`config.mk`:
```
export PLATFORM = sky130hd
export DESIGN_NAME = minmax_column_decimator
export DESIGN_NICKNAME = d
export VERILOG_FILES = /design/src/hw/rtl/mcd_pkg.sv /design/src/hw/rtl/mcd_divider.sv /design/src/hw/rtl/mcd_datapath.sv /design/src/hw/rtl/mcd_ctrl.sv /design/src/hw/rtl/minmax_column_decimator.sv
export SDC_FILE = /design/constraint.sdc
export NUM_CORES = 1
export LEC_CHECK = 0
export ABC_AREA = 1
export BUFFER_PORTS_ARGS = -buffer_cell sky130_fd_sc_hd__buf_2
export CAP_MARGIN = 25
export CORE_MARGIN = 3
export CORE_UTILIZATION = 45
export CTS_BUF_LIST = sky130_fd_sc_hd__clkbuf_16
export CTS_CLUSTER_DIAMETER = 150
export DETAILED_ROUTE_END_ITERATION = 10
export HOLD_SLACK_MARGIN = 0.15
export PLACE_DENSITY = 0.7
export SLEW_MARGIN = 20
export SYNTH_ARGS = -nofsm -noshare
export SYNTH_HDL_FRONTEND = slang
export SYNTH_HIERARCHICAL = 1
export SYNTH_SLANG_ARGS = --single-unit
```
`constraint.sdc`:
```
create_clock -name clk_i -period 14.2 [get_ports clk_i]
set_clock_uncertainty 0.05 [all_clocks]
set_input_delay 2.84 -clock clk_i [delete_from_list [all_inputs] [get_ports clk_i]]
set_output_delay 2.84 -clock clk_i [all_outputs]
set_load 0.03 [all_outputs]
```
`src/hw/rtl/mcd_pkg.sv`:
```
// ----------------------------------------------------------------------------
// mcd_pkg
// Widths, register indexes and controller/datapath interface types.
// ----------------------------------------------------------------------------
package mcd_pkg;

  localparam int unsigned SampleW  = 8;
  localparam int unsigned CountW   = 16;
  localparam int unsigned ColW     = 9;
  localparam int unsigned CfgIdxW  = 3;
  localparam int unsigned CfgDataW = 16;

  // Shared divider: 17-bit dividend covers 2*H*D + D, 9-bit divisor covers 2*D
  localparam int unsigned DivNW    = 17;
  localparam int unsigned DivDW    = 9;
  localparam int unsigned DivCntW  = 5;

  // Register indexes
  localparam logic [CfgIdxW-1:0] CfgNumSamples = 3'd0;
  localparam logic [CfgIdxW-1:0] CfgNumColumns = 3'd1;
  localparam logic [CfgIdxW-1:0] CfgMinLevel   = 3'd2;
  localparam logic [CfgIdxW-1:0] CfgMaxLevel   = 3'd3;
  localparam logic [CfgIdxW-1:0] CfgNoneCode   = 3'd4;
  localparam logic [CfgIdxW-1:0] CfgWindowRows = 3'd5;

  // Register reset values
  localparam logic [CountW-1:0]  RstNumSamples = 16'd8192;
  localparam logic [ColW-1:0]    RstNumColumns = 9'd278;
  localparam logic [SampleW-1:0] RstMinLevel   = 8'd2;
  localparam logic [SampleW-1:0] RstMaxLevel   = 8'd252;
  localparam logic [SampleW-1:0] RstNoneCode   = 8'd0;
  localparam logic [SampleW-1:0] RstWindowRows = 8'd17;

  typedef enum logic {
    DivSrcRatio,
    DivSrcRow
  } div_src_e;

  typedef enum logic {
    RowTop,
    RowBottom
  } row_sel_e;

  typedef struct packed {
    logic     eff_load;   // latch saturated counts and level span
    logic     div_start;
    div_src_e div_src;
    logic     qr_load;    // take N/W quotient and remainder
    logic     step;       // one sample transfer
    row_sel_e row_sel;
    logic     mul_load;
    logic     top_load;
    logic     bot_load;
    logic     out_load;
  } mcd_cmd_t;

  typedef struct packed {
    logic cfg_hit;   // valid register written, record restarts
    logic col_end;   // current sample closes a column
    logic div_done;
    logic out_free;  // output register can take a result this cycle
  } mcd_status_t;

endpackage

```
`src/hw/rtl/mcd_divider.sv`:
```
// ----------------------------------------------------------------------------
// mcd_divider
// Restoring radix-2 divider, one quotient bit per cycle.
// ----------------------------------------------------------------------------
module mcd_divider (
  input  logic                      clk_i,
  input  logic                      rst_ni,
  input  logic                      start_i,
  input  logic [mcd_pkg::DivNW-1:0] dividend_i,
  input  logic [mcd_pkg::DivDW-1:0] divisor_i,
  output logic                      done_o,
  output logic [mcd_pkg::DivNW-1:0] quotient_o,
  output logic [mcd_pkg::DivDW-1:0] remainder_o
);
  import mcd_pkg::*;

  logic               busy_q;
  logic               done_q;
  logic [DivCntW-1:0] cnt_q;
  logic [DivNW-1:0]   quo_q;
  logic [DivDW-1:0]   rem_q;
  logic [DivDW-1:0]   den_q;
  logic [DivDW+1:0]   trial;
  logic               fits;

  // partial remainder stays below the divisor, so one extra bit catches the borrow
  assign trial = {1'b0, rem_q, quo_q[DivNW-1]} - {2'b00, den_q};
  assign fits  = ~trial[DivDW+1];

  always_ff @(posedge clk_i or negedge rst_ni) begin
    if (!rst_ni) begin
      busy_q <= 1'b0;
      done_q <= 1'b0;
      cnt_q  <= '0;
    end else if (start_i) begin
      busy_q <= 1'b1;
      done_q <= 1'b0;
      cnt_q  <= '0;
    end else if (busy_q) begin
      cnt_q <= cnt_q + 1'b1;
      if (cnt_q == DivCntW'(DivNW - 1)) begin
        busy_q <= 1'b0;
        done_q <= 1'b1;
      end
    end
  end

  always_ff @(posedge clk_i) begin
    if (start_i) begin
      quo_q <= dividend_i;
      rem_q <= '0;
      den_q <= divisor_i;
    end else if (busy_q) begin
      quo_q <= {quo_q[DivNW-2:0], fits};
      rem_q <= fits ? trial[DivDW-1:0] : {rem_q[DivDW-2:0], quo_q[DivNW-1]};
    end
  end

  assign done_o      = done_q;
  assign quotient_o  = quo_q;
  assign remainder_o = rem_q;

endmodule

```
`src/hw/rtl/mcd_datapath.sv`:
```
// ----------------------------------------------------------------------------
// mcd_datapath
// Config registers, column tracking, min/max, row scaling and output register.
// ----------------------------------------------------------------------------
module mcd_datapath #(
  parameter int unsigned MAX_SAMPLES = 32768,
  parameter int unsigned MAX_COLUMNS = 300
) (
  input  logic                         clk_i,
  input  logic                         rst_ni,
  input  logic                         cfg_we_i,
  input  logic [mcd_pkg::CfgIdxW-1:0]  cfg_index_i,
  input  logic [mcd_pkg::CfgDataW-1:0] cfg_data_i,
  input  logic [mcd_pkg::SampleW-1:0]  sample_i,
  input  mcd_pkg::mcd_cmd_t            cmd_i,
  output mcd_pkg::mcd_status_t         status_o,
  input  logic                         out_stall_i,
  output logic                         out_valid_o,
  output logic [mcd_pkg::ColW-1:0]     column_o,
  output logic [mcd_pkg::SampleW-1:0]  top_row_o,
  output logic [mcd_pkg::SampleW-1:0]  bottom_row_o,
  output logic                         top_missing_o,
  output logic                         bottom_missing_o,
  output logic                         last_column_o
);
  import mcd_pkg::*;

  // configuration
  logic [CountW-1:0]  ns_q;
  logic [ColW-1:0]    nc_q;
  logic [SampleW-1:0] minl_q, maxl_q, none_q, rows_q;
  logic               cfg_hit;

  // effective values
  logic [CountW-1:0]  n_eff, n_q, q_q;
  logic [ColW-1:0]    w_eff, w_q, r_q;
  logic [SampleW-1:0] d_q;
  logic               degen_q;

  // record state
  logic [CountW-1:0]  smp_idx_q, col_start_q;
  logic [ColW-1:0]    col_idx_q, rr_q;
  logic [SampleW-1:0] run_min_q, run_max_q, prev_min_q, prev_max_q;

  // step logic
  logic [CountW-1:0]  span, end_idx, cs_next;
  logic               active, col_end, last, rec_end;
  logic [SampleW-1:0] new_min, new_max, jmax, jmin;
  logic [ColW:0]      rr_sum;
  logic               rr_wrap;
  logic [ColW-1:0]    rr_next;

  // closed column
  logic [SampleW-1:0] hold_jmax_q, hold_jmin_q;
  logic [ColW-1:0]    hold_col_q;
  logic               hold_last_q;

  // row scaling
  logic [SampleW-1:0] row_v, row_c, diff;
  logic [CountW-1:0]  prod_q;
  logic [DivNW-1:0]   div_num;
  logic [DivDW-1:0]   div_den;
  logic               div_done;
  logic [DivNW-1:0]   div_quo;
  logic [DivDW-1:0]   div_rem;
  logic [SampleW-1:0] top_row_q, bot_row_q;

  // output register
  logic               out_valid_q;
  logic [ColW-1:0]    out_col_q;
  logic [SampleW-1:0] out_top_q, out_bot_q;
  logic               out_tmiss_q, out_bmiss_q, out_last_q;

  always_comb begin
    case (cfg_index_i)
      CfgNumSamples, CfgNumColumns, CfgMinLevel,
      CfgMaxLevel, CfgNoneCode, CfgWindowRows: cfg_hit = cfg_we_i;
      default:                                 cfg_hit = 1'b0;
    endcase
  end

  always_ff @(posedge clk_i or negedge rst_ni) begin
    if (!rst_ni) begin
      ns_q   <= RstNumSamples;
      nc_q   <= RstNumColumns;
      minl_q <= RstMinLevel;
      maxl_q <= RstMaxLevel;
      none_q <= RstNoneCode;
      rows_q <= RstWindowRows;
    end else if (cfg_we_i) begin
      case (cfg_index_i)
        CfgNumSamples: ns_q   <= cfg_data_i;
        CfgNumColumns: nc_q   <= cfg_data_i[ColW-1:0];
        CfgMinLevel:   minl_q <= cfg_data_i[SampleW-1:0];
        CfgMaxLevel:   maxl_q <= cfg_data_i[SampleW-1:0];
        CfgNoneCode:   none_q <= cfg_data_i[SampleW-1:0];
        CfgWindowRows: rows_q <= cfg_data_i[SampleW-1:0];
        default: ;
      endcase
    end
  end

  // saturate counts to 1..MAX
  always_comb begin
    if (ns_q == '0) begin
      n_eff = CountW'(1);
    end else if (32'(ns_q) > 32'(MAX_SAMPLES)) begin
      n_eff = CountW'(MAX_SAMPLES);
    end else begin
      n_eff = ns_q;
    end
    if (nc_q == '0) begin
      w_eff = ColW'(1);
    end else if (32'(nc_q) > 32'(MAX_COLUMNS)) begin
      w_eff = ColW'(MAX_COLUMNS);
    end else begin
      w_eff = nc_q;
    end
  end

  always_ff @(posedge clk_i) begin
    if (cmd_i.eff_load) begin
      n_q     <= n_eff;
      w_q     <= w_eff;
      d_q     <= maxl_q - minl_q;
      degen_q <= (maxl_q <= minl_q);
    end
    if (cmd_i.qr_load) begin
      q_q <= div_quo[CountW-1:0];
      r_q <= div_rem;
    end
  end

  // column step
  always_comb begin
    span    = (q_q == '0) ? CountW'(1) : q_q;
    end_idx = col_start_q + span - CountW'(1);
    active  = (col_idx_q < w_q) && (smp_idx_q >= col_start_q);
    col_end = active && (smp_idx_q == end_idx);
    new_min = (sample_i < run_min_q) ? sample_i : run_min_q;
    new_max = (sample_i > run_max_q) ? sample_i : run_max_q;
    jmax    = new_max;
    jmin    = new_min;
    if (col_idx_q != '0) begin
      if (new_max < prev_min_q) jmax = prev_min_q;
      if (new_min > prev_max_q) jmin = prev_max_q;
    end
    last    = (col_idx_q == w_q - ColW'(1)) || (end_idx == n_q - CountW'(1));
    rr_sum  = {1'b0, rr_q} + {1'b0, r_q};
    rr_wrap = (rr_sum >= {1'b0, w_q});
    rr_next = rr_wrap ? ColW'(rr_sum - {1'b0, w_q}) : rr_sum[ColW-1:0];
    cs_next = (q_q == '0) ? end_idx + CountW'(1)
                          : col_start_q + q_q + CountW'(rr_wrap);
    rec_end = (smp_idx_q >= n_q - CountW'(1));
  end

  always_ff @(posedge clk_i or negedge rst_ni) begin
    if (!rst_ni) begin
      smp_idx_q   <= '0;
      col_idx_q   <= '0;
      col_start_q <= '0;
      rr_q        <= '0;
      run_min_q   <= '1;
      run_max_q   <= '0;
      prev_min_q  <= '0;
      prev_max_q  <= '0;
    end else if (cfg_hit) begin
      smp_idx_q   <= '0;
      col_idx_q   <= '0;
      col_start_q <= '0;
      rr_q        <= '0;
      run_min_q   <= '1;
      run_max_q   <= '0;
    end else if (cmd_i.step) begin
      if (col_end) begin
        prev_min_q <= new_min;
        prev_max_q <= new_max;
      end
      if (rec_end) begin
        smp_idx_q   <= '0;
        col_idx_q   <= '0;
        col_start_q <= '0;
        rr_q        <= '0;
        run_min_q   <= '1;
        run_max_q   <= '0;
      end else begin
        smp_idx_q <= smp_idx_q + CountW'(1);
        if (col_end) begin
          run_min_q   <= '1;
          run_max_q   <= '0;
          col_idx_q   <= last ? w_q : col_idx_q + ColW'(1);
          col_start_q <= cs_next;
          if (q_q != '0) rr_q <= rr_next;
        end else if (active) begin
          run_min_q <= new_min;
          run_max_q <= new_max;
        end
      end
    end
  end

  always_ff @(posedge clk_i) begin
    if (cmd_i.step && col_end) begin
      hold_jmax_q <= jmax;
      hold_jmin_q <= jmin;
      hold_col_q  <= col_idx_q;
      hold_last_q <= last;
    end
  end

  // row = floor((2*H*(max - v) + D) / (2*D)), v clamped to the level span
  always_comb begin
    row_v = (cmd_i.row_sel == RowTop) ? hold_jmax_q : hold_jmin_q;
    if (row_v < minl_q) begin
      row_c = minl_q;
    end else if (row_v > maxl_q) begin
      row_c = maxl_q;
    end else begin
      row_c = row_v;
    end
    diff = maxl_q - row_c;
  end

  always_ff @(posedge clk_i) begin
    if (cmd_i.mul_load) prod_q <= {8'd0, rows_q} * {8'd0, diff};
  end

  always_comb begin
    if (cmd_i.div_src == DivSrcRatio) begin
      div_num = {1'b0, n_q};
      div_den = w_q;
    end else begin
      div_num = {prod_q, 1'b0} + DivNW'(d_q);
      div_den = {d_q, 1'b0};
    end
  end

  mcd_divider u_div (
    .clk_i      (clk_i),
    .rst_ni     (rst_ni),
    .start_i    (cmd_i.div_start),
    .dividend_i (div_num),
    .divisor_i  (div_den),
    .done_o     (div_done),
    .quotient_o (div_quo),
    .remainder_o(div_rem)
  );

  always_ff @(posedge clk_i) begin
    if (cmd_i.top_load) begin
      top_row_q <= ((hold_jmax_q == none_q) || degen_q) ? '0 : div_quo[SampleW-1:0];
    end
    if (cmd_i.bot_load) begin
      bot_row_q <= ((hold_jmin_q == none_q) || degen_q) ? '0 : div_quo[SampleW-1:0];
    end
    if (cmd_i.out_load) begin
      out_col_q   <= hold_col_q;
      out_top_q   <= top_row_q;
      out_bot_q   <= bot_row_q;
      out_tmiss_q <= (hold_jmax_q == none_q);
      out_bmiss_q <= (hold_jmin_q == none_q);
      out_last_q  <= hold_last_q;
    end
  end

  always_ff @(posedge clk_i or negedge rst_ni) begin
    if (!rst_ni) begin
      out_valid_q <= 1'b0;
    end else if (cmd_i.out_load) begin
      out_valid_q <= 1'b1;
    end else if (!out_stall_i) begin
      out_valid_q <= 1'b0;
    end
  end

  assign status_o.cfg_hit  = cfg_hit;
  assign status_o.col_end  = col_end;
  assign status_o.div_done = div_done;
  assign status_o.out_free = ~out_valid_q | ~out_stall_i;

  assign out_valid_o      = out_valid_q;
  assign column_o         = out_col_q;
  assign top_row_o        = out_top_q;
  assign bottom_row_o     = out_bot_q;
  assign top_missing_o    = out_tmiss_q;
  assign bottom_missing_o = out_bmiss_q;
  assign last_column_o    = out_last_q;

endmodule

```
`src/hw/rtl/mcd_ctrl.sv`:
```
// ----------------------------------------------------------------------------
// mcd_ctrl
// Sequencer: ratio setup, sample intake, per-column row scaling, output load.
// ----------------------------------------------------------------------------
module mcd_ctrl (
  input  logic                 clk_i,
  input  logic                 rst_ni,
  input  logic                 in_valid_i,
  output logic                 in_stall_o,
  input  mcd_pkg::mcd_status_t status_i,
  output mcd_pkg::mcd_cmd_t    cmd_o
);
  import mcd_pkg::*;

  typedef enum logic [3:0] {
    StEff,
    StQrStart,
    StQrWait,
    StRun,
    StMulTop,
    StDivTop,
    StWaitTop,
    StMulBot,
    StDivBot,
    StWaitBot,
    StOut
  } state_e;

  state_e state_q;

  always_ff @(posedge clk_i or negedge rst_ni) begin
    if (!rst_ni) begin
      state_q <= StEff;
    end else if (status_i.cfg_hit) begin
      state_q <= StEff;
    end else begin
      case (state_q)
        StEff:     state_q <= StQrStart;
        StQrStart: state_q <= StQrWait;
        StQrWait:  if (status_i.div_done) state_q <= StRun;
        StRun:     if (in_valid_i && status_i.col_end) state_q <= StMulTop;
        StMulTop:  state_q <= StDivTop;
        StDivTop:  state_q <= StWaitTop;
        StWaitTop: if (status_i.div_done) state_q <= StMulBot;
        StMulBot:  state_q <= StDivBot;
        StDivBot:  state_q <= StWaitBot;
        StWaitBot: if (status_i.div_done) state_q <= StOut;
        StOut:     if (status_i.out_free) state_q <= StRun;
        default:   state_q <= StEff;
      endcase
    end
  end

  always_comb begin
    cmd_o         = '0;
    cmd_o.div_src = DivSrcRow;
    cmd_o.row_sel = RowTop;
    case (state_q)
      StEff:     cmd_o.eff_load = 1'b1;
      StQrStart: begin
        cmd_o.div_start = 1'b1;
        cmd_o.div_src   = DivSrcRatio;
      end
      StQrWait:  cmd_o.qr_load = status_i.div_done;
      StRun:     cmd_o.step = in_valid_i;
      StMulTop:  cmd_o.mul_load = 1'b1;
      StDivTop:  cmd_o.div_start = 1'b1;
      StWaitTop: cmd_o.top_load = status_i.div_done;
      StMulBot:  begin
        cmd_o.mul_load = 1'b1;
        cmd_o.row_sel  = RowBottom;
      end
      StDivBot:  begin
        cmd_o.div_start = 1'b1;
        cmd_o.row_sel   = RowBottom;
      end
      StWaitBot: cmd_o.bot_load = status_i.div_done;
      StOut:     cmd_o.out_load = status_i.out_free;
      default:   ;
    endcase
  end

  assign in_stall_o = (state_q != StRun);

endmodule

```
`src/hw/rtl/minmax_column_decimator.sv`:
```
// ----------------------------------------------------------------------------
// minmax_column_decimator
// Min/max decimation of one sample record into display columns.
// ----------------------------------------------------------------------------
// Usage:
//  - Input channel (in_valid_i / in_stall_o / sample_i): one sample code per
//    transfer, in record order. Samples outside any column are consumed and
//    dropped; the record wraps after num_samples samples.
//  - Output channel (out_valid_o / out_stall_i): one transfer per finished
//    column with its index, top and bottom screen rows, no-data flags and a
//    last-column flag.
//  - Config port (cfg_we_i / cfg_index_i / cfg_data_i): write only while the
//    block is idle. A write to a known register restarts the record.
// Timing:
//  - Samples inside a column are taken one per cycle.
//  - The sample that closes a column holds off input through two row
//    scalings, each a multiply plus a 17-step shared serial divide, and
//    until the output register can take the result.
//  - After reset and after every write to a known register, the block
//    divides num_samples by num_columns (same divider); input is stalled.
// Stall: a result waits in the output register; samples keep flowing, and
//  only the next column's finish waits for the register to empty.
// ----------------------------------------------------------------------------
module minmax_column_decimator #(
  parameter int unsigned MAX_COLUMNS = 300,
  parameter int unsigned MAX_SAMPLES = 32768
) (
  input  logic                         clk_i,
  input  logic                         rst_ni,
  // configuration
  input  logic                         cfg_we_i,
  input  logic [mcd_pkg::CfgIdxW-1:0]  cfg_index_i,
  input  logic [mcd_pkg::CfgDataW-1:0] cfg_data_i,
  // sample input
  input  logic                         in_valid_i,
  output logic                         in_stall_o,
  input  logic [mcd_pkg::SampleW-1:0]  sample_i,
  // column output
  output logic                         out_valid_o,
  input  logic                         out_stall_i,
  output logic [mcd_pkg::ColW-1:0]     column_o,
  output logic [mcd_pkg::SampleW-1:0]  top_row_o,
  output logic [mcd_pkg::SampleW-1:0]  bottom_row_o,
  output logic                         top_missing_o,
  output logic                         bottom_missing_o,
  output logic                         last_column_o
);
  import mcd_pkg::*;

  mcd_cmd_t    cmd;
  mcd_status_t status;

  // sequencer: owns the input stall, steps the datapath through each column
  mcd_ctrl u_ctrl (
    .clk_i     (clk_i),
    .rst_ni    (rst_ni),
    .in_valid_i(in_valid_i),
    .in_stall_o(in_stall_o),
    .status_i  (status),
    .cmd_o     (cmd)
  );

  // registers, counters, min/max, scaling and the output register
  mcd_datapath #(
    .MAX_SAMPLES(MAX_SAMPLES),
    .MAX_COLUMNS(MAX_COLUMNS)
  ) u_dp (
    .clk_i           (clk_i),
    .rst_ni          (rst_ni),
    .cfg_we_i        (cfg_we_i),
    .cfg_index_i     (cfg_index_i),
    .cfg_data_i      (cfg_data_i),
    .sample_i        (sample_i),
    .cmd_i           (cmd),
    .status_o        (status),
    .out_stall_i     (out_stall_i),
    .out_valid_o     (out_valid_o),
    .column_o        (column_o),
    .top_row_o       (top_row_o),
    .bottom_row_o    (bottom_row_o),
    .top_missing_o   (top_missing_o),
    .bottom_missing_o(bottom_missing_o),
    .last_column_o   (last_column_o)
  );

endmodule

```
---- Word-level counts from Yosys, hierarchy flattened ----
Index checks and enable logic that the tools add are counted.
Widths: inputs -> output; s select.
operators by class
  $add $sub $neg .......................... 16
  $mul .................................... 1
  divide/modulo/power cells ............... 0
  order comparisons ....................... 13
  eq/ne operators ......................... 28
  shifts and indexed selects .............. 0
  mux-type cells .......................... 73
  bitwise gates (word level) .............. 5
  reduce and logical (&&, ||, !) cells .... 38
operators with widths
  operator               count
  $mux 16                10
  $mux 8                 19
  $mux 9                 14
  $mux 17                3
  $pmux 4 s11            1
  $add 16x1->16 const B  2
  $add 16x16->16         2
  $eq 16x16->1           2
  $ge 16x16->1           2
  $logic_not 16->1       2
  $sub 16x1->16 const B  2
  $gt 8x8->1             3
  $lt 8x8->1             3
  $mux 4                 6
  $mux 1                 18
  $reduce_and 2->1       9
  $add 17x8->17          1
  $add 16x1->16          1
  $eq 4x3->1 const B     4
  $eq 8x8->1             2
  $gt 16x16->1 const B   1
  $mul 8x8->16           1
  $reduce_bool 16->1     1
  $sub 8x8->8            2
  other kinds (38)       63
storage, ports and cells
  register bits ........................... 331
  bits in latches ......................... 0
  bits in writable memories ............... 0
  ROM bits ................................ 0
  bits of input ports ..................... 32
  output and inout port bits .............. 30
  word-level logic and storage cells ...... 218
  memories kept ........................... 0

---- Logic depth before layout (Yosys ltp) ----
  word-level depth ........................ 11
  depth in mapped cells ................... 50
  gate-level depth less buffers ........... 49

---- By module ----
The synthesis kept the hierarchy.
modules (own cells, without submodules)
  module        instances  cells each  area an instance (um2)  sequential area each (um2)
  mcd_datapath  1          2649        21140.3                 7885.1
  mcd_divider   1          279         2285.9                  1136.1
  mcd_ctrl      1          77          445.4                   100.1

---- Least setup slack after synthesis ----
No wires, ideal clock.
  path type ............................... register to register
  from .................................... reg u_ctrl.state_q[0]
  to ...................................... reg u_dp.prod_q[15], data pin
  setup time .............................. 0.262 ns
  arrival ................................. 7.751 ns
  data required time ...................... 13.888 ns
  path slack .............................. 6.136 ns
  stages on the path, launching flop included .. 49
  buffers on the path ..................... 3
  period minus slack after synthesis ...... 8.064 ns
  path through ............................ dfrtp_1 -> buf_6 -> nor2_1 -> nand2_1 -> nand2_1 -> clkbuf_1 -> nand2_1 -> o21ai_0 -> inv_1 -> ha_1 -> a21oi_1 -> o21ai_0 -> nand2_1 -> o211ai_1 -> nand2_1 -> clkbuf_1 -> nand2_1 -> o211ai_1 -> (+13 left out) -> nand2_1 -> inv_1 -> nor2_1 -> fa_1 -> fa_1 -> fa_1 -> inv_1 -> fa_1 -> inv_1 -> ha_1 -> a21oi_1 -> inv_1 -> a31oi_1 -> o21ai_0 -> a21boi_0 -> o21ai_0 -> a21oi_1 -> xor2_1
RTL lines
  what                    RTL line             text
  start, declared         mcd_ctrl.sv:29       state_e state_q;
  start signal, assigned  mcd_ctrl.sv:33       state_q <= StEff;
  start signal, assigned  mcd_ctrl.sv:35       state_q <= StEff;
  start signal, assigned  mcd_ctrl.sv:38       StEff: state_q <= StQrStart;
  end signal, assigned    mcd_datapath.sv:225  if (cmd_i.mul_load) prod_q <= {8'd0, rows_q} * {8'd0, diff};
  end, declared           mcd_datapath.sv:60   logic [CountW-1:0] prod_q;

==> impl_metrics.toml <==
[run_status]
outcome = "completed"

[logic_synthesis]
syn_avg_cell_area_um2 = 7.94
synthFlopType = "edfxtp_1"
synth-seq-cells = 331
synthCells = 3005
synth_edf_count = 171
synthXorXnorAreaFrac = 0.0396
synth_compound_area_frac = 0.0899
synth.distinct_cells = 58
synthTopCellsByArea = "edfxtp_1, dfrtp_1, nand2_1, ha_1, inv_1"
yosysSeqAreaShare = 0.382
synth_top_area_frac = 0.215
yosysTopAreaCell = "edfxtp_1"
syn_area_um2 = 23900
yosys_warnings = 6
synthAdderAreaFrac = 0.155
synth_fp_nets = 3305
synthArstFlopShare = 0.456
yosys.area_share.simple = 0.245
synth_top_family_by_area = "simple AND/OR/NAND/NOR gates"
synth_mux_area_frac = 0.000891

[pwr]
p_switching_mw = 2.60
internal_power_mw = 3.13
p_comb_frac = 0.556
power_density_nw_per_um2 = 219
leakage_nw = 12.9
power.share.switching = 0.453
ir_drop_uv = 188
seqPwrFrac = 0.275
clkPwrFrac = 0.169

[routing]
initialDrtViolationCount = 1742
num_vias = 20000
ant_nets = 0
route.detailed.drc = 0
firstDrtPassIters = 5
routed_wl_mm = 62.5
avgViaCountPerCell = 5.28
wire_per_inst_um = 16.5

[placed_design]
io_buffers = 61
hpwl_mm = 48.1
placed_area_um2 = 24900
routabilityCongestion = 0.970

[die]
die_h_um = 236
die-area_um2 = 55800
core_area_um2 = 51900
io_pins = 62
core.rowCount = 83
initial_core_util = 0.460
dieWidth_um = 236

[sta]
fin_setup_tns_ns = 0
finalSetupViolCount = 0
maxSlewViolCount = 0
fin_hold_ws_ns = 0.372
tightest_slew_ns = 1.03
rsz0062_at_grt = "false"
fmaxAchievable_mhz = 113
finalHoldViolCount = 0
relSlewSlack = 0.315
post-route-min-period_ns = 8.88
timing.final.crit_share = 0.625

[grt]
grt_pass1_vias = 18500
antenna_found_initial = 1
grt_pass1_wl_mm = 98.5
grt.overflow.total = 0
grtUsageTotal = 0.219
grt_max_degree = 96

[worst_setup_path]
slowest_stage = "dfrtp_1"
critPathMaxStageDelay_ns = 0.55
crit_top_cell = "nand2_1"
critical_path_required_ns = 14.44
cp-end-kind = "flip-flop"
crit_arrival_ns = 9.12
crit_type = "reg -> reg"
start_kind = "flip-flop"
worstPathMaxFanout = 16

[min_path]
hold_path.class = "reg -> reg"

[final_layout]
area_growth_pct = 9.77
design_area_um2 = 26200
nNetsFinal = 3371
final_cell_mix = "nand2_1, inv_1, nor2_1"
final_common_cell = "nand2_1"
drive_gt1_frac = 0.0780

[clocking]
root_buffer = "clkbuf_16"
cts_setup_buffers = 0
cts_buffers = 39
cts_hold_buf = 0
clk_pin_slew_ns = 0.06
htreeDepth = 2
clk-insertion-delay-late_ns = 0.57
clock-sinks = 331
cts_resized = 0
cts_tree = "built"
clockBufferDepth = 3

[flow_run]
maxCapViolations = 0
-- per-stage QoR --
step	setup slack, ns	std cells	power [mW]	util
final	5.32	3782	5.73	0.505
after global routing	4.40	3782	6.30	0.505
after CTS	5.33	3778	5.73	0.504
after detailed placement	5.38	3707	4.74	0.480
after global placement	5.49	3707	4.66	0.480
after floorplan	6.14	3005	3.99	-
-- worst paths after layout --
check                           cells after the start         startpoint                  to  slack (ns)
worst min-delay path                                0  u_dp/top_row_q[5]   u_dp/top_row_o[5]        0.37
min in group asynchronous                           1             rst_ni   u_dp/run_max_q[1]        2.35
worst min register to register                      0  u_dp/top_row_q[5]   u_dp/top_row_o[5]        0.37
max in group asynchronous                           2             rst_ni  u_dp/smp_idx_q[15]       10.39
worst max register to register                     44  u_ctrl/state_q[0]     u_dp/prod_q[15]        5.32
worst max-delay path                               44  u_ctrl/state_q[0]     u_dp/prod_q[15]        5.32
-- registers in the layout, indices dropped and copies added (netlist names), 9 cells and up --
| signal | count |
|---|---|
| u_dp/smp_idx_q | 16 |
| u_dp/column_o | 9 |
| u_dp/ns_q | 16 |
| u_dp/u_div/den_q | 9 |
| u_dp/nc_q | 9 |
| u_dp/col_start_q | 16 |
| u_dp/n_q | 16 |
| u_dp/u_div/remainder_o | 9 |
| u_dp/hold_col_q | 9 |
| u_dp/rr_q | 9 |
| u_dp/q_q | 16 |
| u_dp/u_div/quotient_o | 17 |
| u_dp/prod_q | 16 |
| u_dp/w_q | 9 |
| u_dp/col_idx_q | 9 |
| u_dp/r_q | 9 |
-- routing by layer --
metal | wire, um | vias up | part of all wire | GRT usage
li1 | - | 9970 | - | -
met1 | 28900 | 9265 | 0.46 | 0.310
met2 | 27600 | 602 | 0.44 | 0.345
met3 | 3870 | 124 | 0.062 | 0.0318
met4 | 2110 | 0 | 0.034 | 0.0739
met5 | 0 | - | 0 | 0
-- cell usage after synthesis, types with 6 or more instances --
master,n
dfxtp_1,9
nand4_1,81
clkbuf_1,41
xor2_1,70
or2_2,23
edfxtp_1,171
nor4_1,11
o211ai_1,13
o21ai_0,205
nand2_1,749
o21ai_1,9
nor2_1,250
inv_2,10
nand2_2,12
nand3_1,166
nor2_2,6
buf_4,7
dfrtp_1,129
dfstp_2,22
a21oi_1,130
nor3_1,31
a31oi_1,10
nand3_2,6
xnor2_1,38
ha_1,223
o21a_1,7
fa_1,45
inv_1,469
-- power groups by stage --
stage / combinational [mW] / sequential (mW) / clock (mW)
after floorplan: 2.47 / 1.52 / 0
after global placement: 3.08 / 1.59 / 0
after detailed placement: 3.15 / 1.59 / 0
after CTS: 3.17 / 1.57 / 0.987
after global routing: 3.67 / 1.60 / 1.03
final: 3.19 / 1.57 / 0.967
-- critical path, delay by kind of cell (launching register included) --
family          cells  cell delay, ns
fa+ha+maj           7            3.06
compound gates     15            2.44
simple gates       14            1.77
buf+inv             7            0.63
flops               1            0.55
xor+xnor            1            0.08
-- kinds of logic (layout without fill, tap and decap cells) --
group | after synthesis | count (layout)
flops | 331 | 331
other cells | 0 | 1
buf+inv | 539 | 635
mux | 2 | 2
simple gates | 1358 | 1358
compound gates | 399 | 399
fa+ha+maj | 268 | 268
xor+xnor | 108 | 108
-- area by class of cell --
cell class	count	area [um^2]
clock inverter	30	210
sequential	331	9120
antenna	1	2.50
fill	4950	25700
timing repair buffer	82	497
inverter	482	1810
multi-input combinational	2135	12700
clock buffer	41	1030
tap	680	851
Note: power is estimated with default switching activity, not from simulation.
